### src/hdl/tsop_pkg.sv
// Package for the TCP SYN option parser: widths, option kinds, register
// indexes, parse phase and result types. No dependencies.
`default_nettype none

package tsop_pkg;

   localparam int unsigned ByteW = 8;
   localparam int unsigned MssW  = 16;
   localparam int unsigned CsrIndexW = 1;

   // Option kinds
   localparam logic [ByteW-1:0] KIND_END    = 8'd0;
   localparam logic [ByteW-1:0] KIND_NOP    = 8'd1;
   localparam logic [ByteW-1:0] KIND_MSS    = 8'd2;
   localparam logic [ByteW-1:0] KIND_WSCALE = 8'd3;

   // Smallest legal record length (kind + length bytes)
   localparam logic [ByteW-1:0] MIN_REC_LEN = 8'd2;

   // Register indexes
   localparam logic [CsrIndexW-1:0] CSR_LOCAL_MSS        = 1'd0;
   localparam logic [CsrIndexW-1:0] CSR_DEFAULT_PEER_MSS = 1'd1;

   localparam logic [MssW-1:0] LOCAL_MSS_RESET        = 16'd1460;
   localparam logic [MssW-1:0] DEFAULT_PEER_MSS_RESET = 16'd536;

   typedef enum logic [1:0] {
      PH_KIND  = 2'd0,
      PH_LEN   = 2'd1,
      PH_VALUE = 2'd2,
      PH_STOP  = 2'd3
   } phase_type;

   // Value bytes seen, saturating: 0, 1, or two and more
   typedef logic [1:0] seen_type;
   localparam seen_type SEEN_NONE = 2'd0;
   localparam seen_type SEEN_ONE  = 2'd1;
   localparam seen_type SEEN_TWO  = 2'd2;

   typedef struct packed {
      logic [MssW-1:0]  peer_mss;
      logic             mss_found;
      logic [ByteW-1:0] window_shift;
      logic             shift_found;
      logic [MssW-1:0]  reply_mss;
   } result_type;

endpackage

`default_nettype wire

### src/hdl/tsop_if.sv
// Request and response channel interfaces of the TCP SYN option parser.
// Depends on tsop_pkg.
`default_nettype none

interface tsop_req_if import tsop_pkg::*; ();
   logic             valid;
   logic             ready;
   logic [ByteW-1:0] option_byte;
   logic             last_byte;

   modport source (output valid, output option_byte, output last_byte, input ready);
   modport sink   (input valid, input option_byte, input last_byte, output ready);
endinterface

interface tsop_rsp_if import tsop_pkg::*; ();
   logic             valid;
   logic             ready;
   logic [MssW-1:0]  peer_mss;
   logic             mss_found;
   logic [ByteW-1:0] window_shift;
   logic             shift_found;
   logic [MssW-1:0]  reply_mss;

   modport source (output valid, output peer_mss, output mss_found, output window_shift,
                   output shift_found, output reply_mss, input ready);
   modport sink   (input valid, input peer_mss, input mss_found, input window_shift,
                   input shift_found, input reply_mss, output ready);
endinterface

`default_nettype wire

### src/hdl/tcp_syn_option_parser_top.sv
// Top level of the TCP SYN option parser: byte-wise option walk, found-value
// registers and a two-slot response buffer. Depends on tsop_pkg, tsop_if.
`default_nettype none

//  channel | direction | handshake     | payload
//  --------+-----------+---------------+--------------------------------------------
//  req_if  | in        | valid / ready | option_byte[7:0], last_byte
//  rsp_if  | out       | valid / ready | peer_mss, mss_found, window_shift,
//          |           |               | shift_found, reply_mss
//  csr_*   | in        | csr_we only   | csr_index (0 local MSS, 1 default peer MSS)
//
//  One option byte per cycle while ready is high; each request updates the parse state in
//  the cycle it is accepted, and a request marked last loads its result into the response
//  buffer.
//  The response side holds two results (output register plus skid slot), so requests
//  keep flowing while a result waits; req ready drops only when both slots are full.
//  Reset (synchronous, active high) clears the parse state, empties the buffer and
//  restores both registers to 1460 and 536.

module tcp_syn_option_parser_top
   import tsop_pkg::*;
(
   input  wire logic                 clock,
   input  wire logic                 reset,
   tsop_req_if.sink                  req_if,
   tsop_rsp_if.source                rsp_if,
   input  wire logic                 csr_we,
   input  wire logic [CsrIndexW-1:0] csr_index,
   input  wire logic [MssW-1:0]      csr_wdata
);

   // configuration registers
   logic [MssW-1:0] local_mss_ff;
   logic [MssW-1:0] default_mss_ff;

   // parse state
   phase_type        phase_ff,       phase_in;
   logic [ByteW-1:0] kind_ff,        kind_in;
   logic [ByteW-1:0] left_ff,        left_in;
   seen_type         seen_ff,        seen_in;
   logic [MssW-1:0]  partial_ff,     partial_in;
   logic             mss_valid_ff,   mss_valid_in;
   logic [MssW-1:0]  mss_value_ff,   mss_value_in;
   logic             shift_valid_ff, shift_valid_in;
   logic [ByteW-1:0] shift_value_ff, shift_value_in;

   // response buffer
   logic       head_valid_ff, skid_valid_ff;
   result_type head_ff,       skid_ff;
   result_type result;

   logic            req_fire;
   logic            rsp_fire;
   logic            push;
   logic            apply;
   logic [MssW-1:0] peer_sel;

   // Only a full skid slot blocks requests.
   assign req_if.ready = !skid_valid_ff;
   assign req_fire     = req_if.valid && req_if.ready;
   assign rsp_fire     = head_valid_ff && rsp_if.ready;
   assign push         = req_fire && req_if.last_byte;

   always_ff @(posedge clock) begin
      if (reset) begin
         local_mss_ff   <= LOCAL_MSS_RESET;
         default_mss_ff <= DEFAULT_PEER_MSS_RESET;
      end else if (csr_we) begin
         unique case (csr_index)
            CSR_LOCAL_MSS:        local_mss_ff   <= csr_wdata;
            CSR_DEFAULT_PEER_MSS: default_mss_ff <= csr_wdata;
            default: ;
         endcase
      end
   end

   // Walk one option byte: next parse state, record apply, result fields.
   always_comb begin
      phase_in       = phase_ff;
      kind_in        = kind_ff;
      left_in        = left_ff;
      seen_in        = seen_ff;
      partial_in     = partial_ff;
      mss_valid_in   = mss_valid_ff;
      mss_value_in   = mss_value_ff;
      shift_valid_in = shift_valid_ff;
      shift_value_in = shift_value_ff;
      apply          = 1'b0;

      if (req_fire) begin
         unique case (phase_ff)
            PH_KIND: begin
               if (req_if.option_byte == KIND_END) begin
                  phase_in = PH_STOP;
               end else if (req_if.option_byte != KIND_NOP) begin
                  kind_in  = req_if.option_byte;
                  phase_in = PH_LEN;
               end
            end
            PH_LEN: begin
               if (req_if.option_byte < MIN_REC_LEN) begin
                  phase_in = PH_STOP;    // short length: drop record, stop parse
               end else begin
                  left_in    = req_if.option_byte - MIN_REC_LEN;
                  seen_in    = SEEN_NONE;
                  partial_in = '0;
                  if (left_in == '0) begin
                     apply = 1'b1;
                  end else begin
                     phase_in = PH_VALUE;
                  end
               end
            end
            PH_VALUE: begin
               if (seen_ff == SEEN_NONE) begin
                  partial_in = {req_if.option_byte, {ByteW{1'b0}}};
               end else if (seen_ff == SEEN_ONE) begin
                  partial_in = {partial_ff[MssW-1:ByteW], req_if.option_byte};
               end
               if (seen_ff != SEEN_TWO) begin
                  seen_in = seen_ff + SEEN_ONE;
               end
               left_in = left_ff - 8'd1;
               if (left_in == '0) begin
                  apply = 1'b1;
               end
            end
            PH_STOP: ;
            default: ;
         endcase

         if (apply) begin
            phase_in = PH_KIND;
            if (kind_in == KIND_MSS && seen_in == SEEN_TWO) begin
               mss_valid_in = 1'b1;
               mss_value_in = partial_in;
            end else if (kind_in == KIND_WSCALE && seen_in != SEEN_NONE) begin
               shift_valid_in = 1'b1;
               shift_value_in = partial_in[MssW-1:ByteW];
            end
         end
      end

      // Result as seen after this byte
      peer_sel            = mss_valid_in ? mss_value_in : default_mss_ff;
      result.peer_mss     = mss_valid_in ? mss_value_in : '0;
      result.mss_found    = mss_valid_in;
      result.window_shift = shift_valid_in ? shift_value_in : '0;
      result.shift_found  = shift_valid_in;
      result.reply_mss    = (local_mss_ff < peer_sel) ? local_mss_ff : peer_sel;

      // Last byte: drop all parse state for the next SYN
      if (push) begin
         phase_in       = PH_KIND;
         kind_in        = '0;
         left_in        = '0;
         seen_in        = SEEN_NONE;
         partial_in     = '0;
         mss_valid_in   = 1'b0;
         mss_value_in   = '0;
         shift_valid_in = 1'b0;
         shift_value_in = '0;
      end
   end

   always_ff @(posedge clock) begin
      if (reset) begin
         phase_ff       <= PH_KIND;
         kind_ff        <= '0;
         left_ff        <= '0;
         seen_ff        <= SEEN_NONE;
         partial_ff     <= '0;
         mss_valid_ff   <= 1'b0;
         mss_value_ff   <= '0;
         shift_valid_ff <= 1'b0;
         shift_value_ff <= '0;
      end else begin
         phase_ff       <= phase_in;
         kind_ff        <= kind_in;
         left_ff        <= left_in;
         seen_ff        <= seen_in;
         partial_ff     <= partial_in;
         mss_valid_ff   <= mss_valid_in;
         mss_value_ff   <= mss_value_in;
         shift_valid_ff <= shift_valid_in;
         shift_value_ff <= shift_value_in;
      end
   end

   // Response buffer: head drives the port, skid catches a result while head stalls.
   always_ff @(posedge clock) begin
      if (reset) begin
         head_valid_ff <= 1'b0;
         skid_valid_ff <= 1'b0;
      end else if (!head_valid_ff) begin
         head_valid_ff <= push;
      end else if (rsp_fire) begin
         if (skid_valid_ff) begin
            skid_valid_ff <= push;
         end else begin
            head_valid_ff <= push;
         end
      end else if (push) begin
         skid_valid_ff <= 1'b1;
      end
   end

   always_ff @(posedge clock) begin
      if (!head_valid_ff) begin
         head_ff <= result;
      end else if (rsp_fire) begin
         if (skid_valid_ff) begin
            head_ff <= skid_ff;
            skid_ff <= result;
         end else begin
            head_ff <= result;
         end
      end else if (push) begin
         skid_ff <= result;
      end
   end

   assign rsp_if.valid        = head_valid_ff;
   assign rsp_if.peer_mss     = head_ff.peer_mss;
   assign rsp_if.mss_found    = head_ff.mss_found;
   assign rsp_if.window_shift = head_ff.window_shift;
   assign rsp_if.shift_found  = head_ff.shift_found;
   assign rsp_if.reply_mss    = head_ff.reply_mss;

endmodule

`default_nettype wire

### src/flat_wrapper.sv
// flat-port wrapper written by rule: the top's interface ports become plain ports
module tcp_syn_option_parser_top_flat import tsop_pkg::*;
  (clock, reset, csr_we, csr_index, csr_wdata, req_if_valid, req_if_option_byte, req_if_last_byte, req_if_ready, rsp_if_valid, rsp_if_peer_mss, rsp_if_mss_found, rsp_if_window_shift, rsp_if_shift_found, rsp_if_reply_mss, rsp_if_ready);
  tsop_req_if req_if_i ();
  tsop_rsp_if rsp_if_i ();
  input  wire logic clock;
  input  wire logic reset;
  input  wire logic csr_we;
  input  wire logic [CsrIndexW-1:0] csr_index;
  input  wire logic [MssW-1:0] csr_wdata;
  input wire logic [$bits(req_if_i.valid)-1:0] req_if_valid;
  input wire logic [$bits(req_if_i.option_byte)-1:0] req_if_option_byte;
  input wire logic [$bits(req_if_i.last_byte)-1:0] req_if_last_byte;
  output wire logic [$bits(req_if_i.ready)-1:0] req_if_ready;
  output wire logic [$bits(rsp_if_i.valid)-1:0] rsp_if_valid;
  output wire logic [$bits(rsp_if_i.peer_mss)-1:0] rsp_if_peer_mss;
  output wire logic [$bits(rsp_if_i.mss_found)-1:0] rsp_if_mss_found;
  output wire logic [$bits(rsp_if_i.window_shift)-1:0] rsp_if_window_shift;
  output wire logic [$bits(rsp_if_i.shift_found)-1:0] rsp_if_shift_found;
  output wire logic [$bits(rsp_if_i.reply_mss)-1:0] rsp_if_reply_mss;
  input wire logic [$bits(rsp_if_i.ready)-1:0] rsp_if_ready;
  assign req_if_i.valid = req_if_valid;
  assign req_if_i.option_byte = req_if_option_byte;
  assign req_if_i.last_byte = req_if_last_byte;
  assign req_if_ready = req_if_i.ready;
  assign rsp_if_valid = rsp_if_i.valid;
  assign rsp_if_peer_mss = rsp_if_i.peer_mss;
  assign rsp_if_mss_found = rsp_if_i.mss_found;
  assign rsp_if_window_shift = rsp_if_i.window_shift;
  assign rsp_if_shift_found = rsp_if_i.shift_found;
  assign rsp_if_reply_mss = rsp_if_i.reply_mss;
  assign rsp_if_i.ready = rsp_if_ready;
  tcp_syn_option_parser_top u_core (.clock(clock), .reset(reset), .req_if(req_if_i), .rsp_if(rsp_if_i), .csr_we(csr_we), .csr_index(csr_index), .csr_wdata(csr_wdata));
endmodule
### config.mk
export PLATFORM = sky130hd
export DESIGN_NAME = tcp_syn_option_parser_top_flat
export DESIGN_NICKNAME = d
export VERILOG_FILES = /design/src/hdl/tsop_pkg.sv /design/src/hdl/tsop_if.sv /design/src/hdl/tcp_syn_option_parser_top.sv /design/src/flat_wrapper.sv
export SDC_FILE = /design/constraint.sdc
export NUM_CORES = 1
export LEC_CHECK = 0
export BUFFER_PORTS_ARGS = -buffer_cell sky130_fd_sc_hd__buf_4
export CAP_MARGIN = 10
export CORE_UTILIZATION = 54
export DETAILED_ROUTE_END_ITERATION = 16
export GPL_ROUTABILITY_DRIVEN = 1
export HOLD_SLACK_MARGIN = 0.08
export MAX_ROUTING_LAYER = met4
export PLACE_DENSITY = 0.84
export SLEW_MARGIN = 15
export SYNTH_ARGS = -nofsm -noshare
export SYNTH_HDL_FRONTEND = slang
export SYNTH_SLANG_ARGS = --single-unit
### constraint.sdc
create_clock -name clock -period 5.4 [get_ports clock]
set_input_delay 1.08 -clock clock [delete_from_list [all_inputs] [get_ports clock]]
set_output_delay 1.08 -clock clock [all_outputs]
set_load 0.05 [all_outputs]
==> run_results.csv <==
group,metric,value,unit
synth,syn_avg_cell_area,10.2,sq um
min_path,hold_start,"u_core.default_mss_ff[6]$_SDFFE_PP0P_",
sta,slew_headroom,27.3,%
clock_network,post-cts-setup-buffers,0,
grt,first_global_vias,5954,
finish,drive_above_1_share,22.2,%
grt,grt_use_total,26.3,%
clock_network,clk_pin_slew,0.07,ns
synth,netlist_area,8500,sq um
clock_network,cts-root-buf,"clkbuf_16",
setup_path,r2r_end,"u_core.rsp_if.reply_mss[13]$_DFFE_PP_",
synth,synth_seq_cells,180,
routing,dr.first_iter.drc_count,667,
setup_path,reg2reg_depth,17,
routing,wl_per_cell,17.9,um
sta,worstMarginPinSlew,1.09,ns
placed_design,place_congestion,0.918,
finish,area_delta_synth_final,16.2,%
setup_path,critical_path_arrival,5.24,ns
sta,slew_violations,0,
setup_path,critPathLaunchType,"input port",
min_path,hold-path-endpoint,"u_core.default_mss_ff[6]$_SDFFE_PP0P_",
die,pin_count,75,
sta,fin_crit,5.05,ns
sta,skew,0.00790,ns
clock_network,cts_buffers,17,
power,comb_power_share,14.2,%
power,internal_power,0.00243,W
synth,synth_nets,890,
routing,firstDrtPassIters,6,
grt,antenna_found_initial,0,
sta,rsz0062_at_grt,"false",
power,leakage,3.90,nW
sta,period_share,93.5,%
synth,ys_seq_area_share,52.3,%
sta,setup_viol,0,
die,coreArea,15300,sq um
power,switchingPower,0.000858,W
synth,syn_inst,835,
routing,viasPerCell,5.88,
synth,post_synth_num_cell_types,62,
setup_path,endpoint_kind,"register",
sta,timing.final.hold_violations,0,
power,seqPwrFrac,46.2,%
routing,ant_nets,0,
routing,num_vias,6583,
synth,ys_warn_count,0,
setup_path,reg2reg_slack,0.60,ns
finish,fin_util,64.8,%
setup_path,cp_max_fo,40,
die,dieArea,16200,sq um
min_path,min_path_type,"reg2reg",
clock_network,h-tree-depth,4,
placed_design,port_buffers,74,
run_status,status,"finished, final reports clean",
finish,nets,950,
grt,grt_max_degree,47,
finish,n_fill_cell,1140,
power,vdd_drop_max,0.248,mV
routing,drc,0,
die,core.rowCount,45,
sta,max_clock_freq,198,MHz
synth,ys.flop_type,"dfxtp_1",
die,die_w,127,um
placed_design,dp_hpwl,13700,um
grt,grt_overflow,0,
power,total_power,0.00329,W
die,fp.dieH,127,um
clock_network,cts_resized,0,
min_path,min_delay_path_depth,2,
synth,synth_top_cell_area_share,29.7,%
setup_path,timing.rr.start,"u_core.phase_ff[0]$_SDFFE_PP0P_",
flow_run,max-cap-violations,0,
setup_path,worstPathRequired,5.59,ns
synth,yosysTopAreaCell,"edfxtp_1",
power,sw_frac_of_total,26.1,%
setup_path,critPathKind,"in2reg",
grt,grt_pass1_wl,31800,um
clock_network,clkLatencyLatePin,0.44,ns
finish,antennaDiodeCount,0,
clock_network,max-clock-path-buffers,2,
power,pwr_density_cell,333,nW/um^2
synth,async_flop_share,0,%
clock_network,cts_tree,"built",
clock_network,cts_num_sinks,180,
die,start_util,55.7,%
power,pwr-share-clk,39.6,%
synth,synth-edff-count,84,
synth,synthTopCellsByArea,"edfxtp_1 (30%), dfxtp_1 (23%), mux2_2 (7.2%), nand2_1 (4.5%), a21oi_1 (4.2%)",
clock_network,postCtsHoldBufs,0,
routing,routed_wl,20100,um
-- cell families (layout without fill, tap and decap cells) --
| logic type | Yosys count | count (layout) | share of synthesized area, % |
|---|---|---|---|
| simple gates | 250 | 250 | 13.6 |
| compound gates | 210 | 210 | 15.5 |
| flops | 180 | 180 | 52.3 |
| buf+inv | 86 | 159 | 4.25 |
| mux | 76 | 76 | 9.90 |
| fa+ha+maj | 24 | 24 | 3.53 |
| xor+xnor | 9 | 9 | 0.927 |
-- worst max-delay path, stage by stage --
cell and delay [ns]:
buf_4 0.15, inv_1 0.10, ha_1 0.18, or3b_1 0.41, or4_1 0.46, nand4_2 0.16
o32ai_4 0.10, and3_1 0.21, buf_12 0.17, nand2_1 0.08, o21ai_1 0.11, ha_1 0.32
nand4_1 0.16, nor4_1 0.43, o211ai_1 0.21, o21ai_4 0.21, buf_4 0.24, mux2i_1 0.13
mux2_2 0.28
-- layer usage --
metal	track usage [%]	up-vias	part of all wire, %	wire [um]
met5	-	-	0	0
met4	9.66	0	2.2	433
met3	4.06	42	6.6	1320
met2	40.3	294	47	9530
met1	35.5	3116	44	8790
li1	-	3131	-	-
-- layout by cell type, fill, tap and decap left out, drive strengths merged, types with 3 or more instances in the layout --
cell,netlist,layout
a21o,4,4
xnor2,3,3
a22oi,32,32
edfxtp,84,84
nor3,6,6
dfxtp,96,96
nor2,66,66
nand3b,9,9
nand2,103,103
bufinv,0,4
mux2,56,56
a211oi,14,14
xor2,6,6
and3,3,3
nand3,33,33
o21ai,65,65
inv,32,35
nand2b,3,3
o211ai,4,4
nor4,3,3
buf,14,95
clkbuf,40,20
mux2i,20,20
nor2b,3,3
or3,7,7
ha,24,24
nand4,3,3
a31oi,3,3
a21oi,71,71
clkinv,0,3
-- cell usage after synthesis (9+ instances only) --
cell type and instances:
nor2_1 66, ha_1 24, nand2_1 103, edfxtp_1 84, nand3b_1 9, mux2i_1 19
o21ai_0 54, o21ai_1 10, clkbuf_1 40, mux2_2 54, a211oi_1 13, inv_1 32
dfxtp_1 96, nand3_1 32, a21oi_1 71, a22oi_1 31
-- flip-flops by register name (all words and copies together), names as in the netlist, 2 cells and up --
register and cells:
u_core.skid_ff 42, u_core.default_mss_ff 16, u_core.local_mss_ff 16, u_core.mss_value_ff 16, u_core.partial_ff 16, u_core.rsp_if.peer_mss 16, u_core.rsp_if.reply_mss 16, u_core.kind_ff 8
u_core.left_ff 8, u_core.rsp_if.window_shift 8, u_core.shift_value_ff 8, u_core.phase_ff 2, u_core.seen_ff 2
-- per-stage QoR --
| step | hold WS (ns) | cells | setup TNS (ns) | setup slack, ns | area [sq um] |
|---|---|---|---|---|---|
| floorplan | 0.434 | 835 | 0 | 0.129 | 8500 |
| global placement | 0.441 | 1087 | 0 | 0.152 | 9270 |
| detailed placement | 0.455 | 1087 | -0.00444 | -0.00423 | 9270 |
| CTS | 0.464 | 1119 | 0 | 0.418 | 9880 |
| global route | 0.486 | 1119 | 0 | 0.108 | 9880 |
| finish | 0.464 | 1119 | 0 | 0.353 | 9880 |
-- cell type report --
cell class / instances / area [sq um] / share of cell area [%]
Clock buffer: 20 / 437 / 4.42
Clock inverter: 12 / 176 / 1.79
Inverter: 32 / 120 / 1.22
Multi-Input combinational cell: 569 / 3710 / 37.6
Sequential cell: 180 / 4440 / 45.0
Tap cell: 211 / 264 / 2.67
Timing Repair Buffer: 95 / 726 / 7.34
-- worst max-delay path by stage --
stage                          startpoint                                     to  slack [ns]
finish              req_if_option_byte[2]  u_core.rsp_if.reply_mss[13]$_DFFE_PP_        0.35
global route        req_if_option_byte[2]  u_core.rsp_if.reply_mss[13]$_DFFE_PP_        0.11
CTS                 req_if_option_byte[2]  u_core.rsp_if.reply_mss[13]$_DFFE_PP_        0.42
detailed placement  req_if_option_byte[2]  u_core.rsp_if.reply_mss[13]$_DFFE_PP_      -0.004
global placement    req_if_option_byte[2]   u_core.rsp_if.reply_mss[6]$_DFFE_PP_        0.15
floorplan           req_if_option_byte[1]   u_core.rsp_if.reply_mss[0]$_DFFE_PP_        0.13
-- power groups by stage --
stage | sequential [W] | combinational (W) | clock [W]
after floorplan | 0.00164 | 0.000236 | 0
after global placement | 0.00155 | 0.000453 | 0
after detailed placement | 0.00155 | 0.000462 | 0
after CTS | 0.00152 | 0.000463 | 0.00130
after global routing | 0.00152 | 0.000502 | 0.00136
final | 0.00152 | 0.000466 | 0.00130
(Power assumes the default switching activity.)
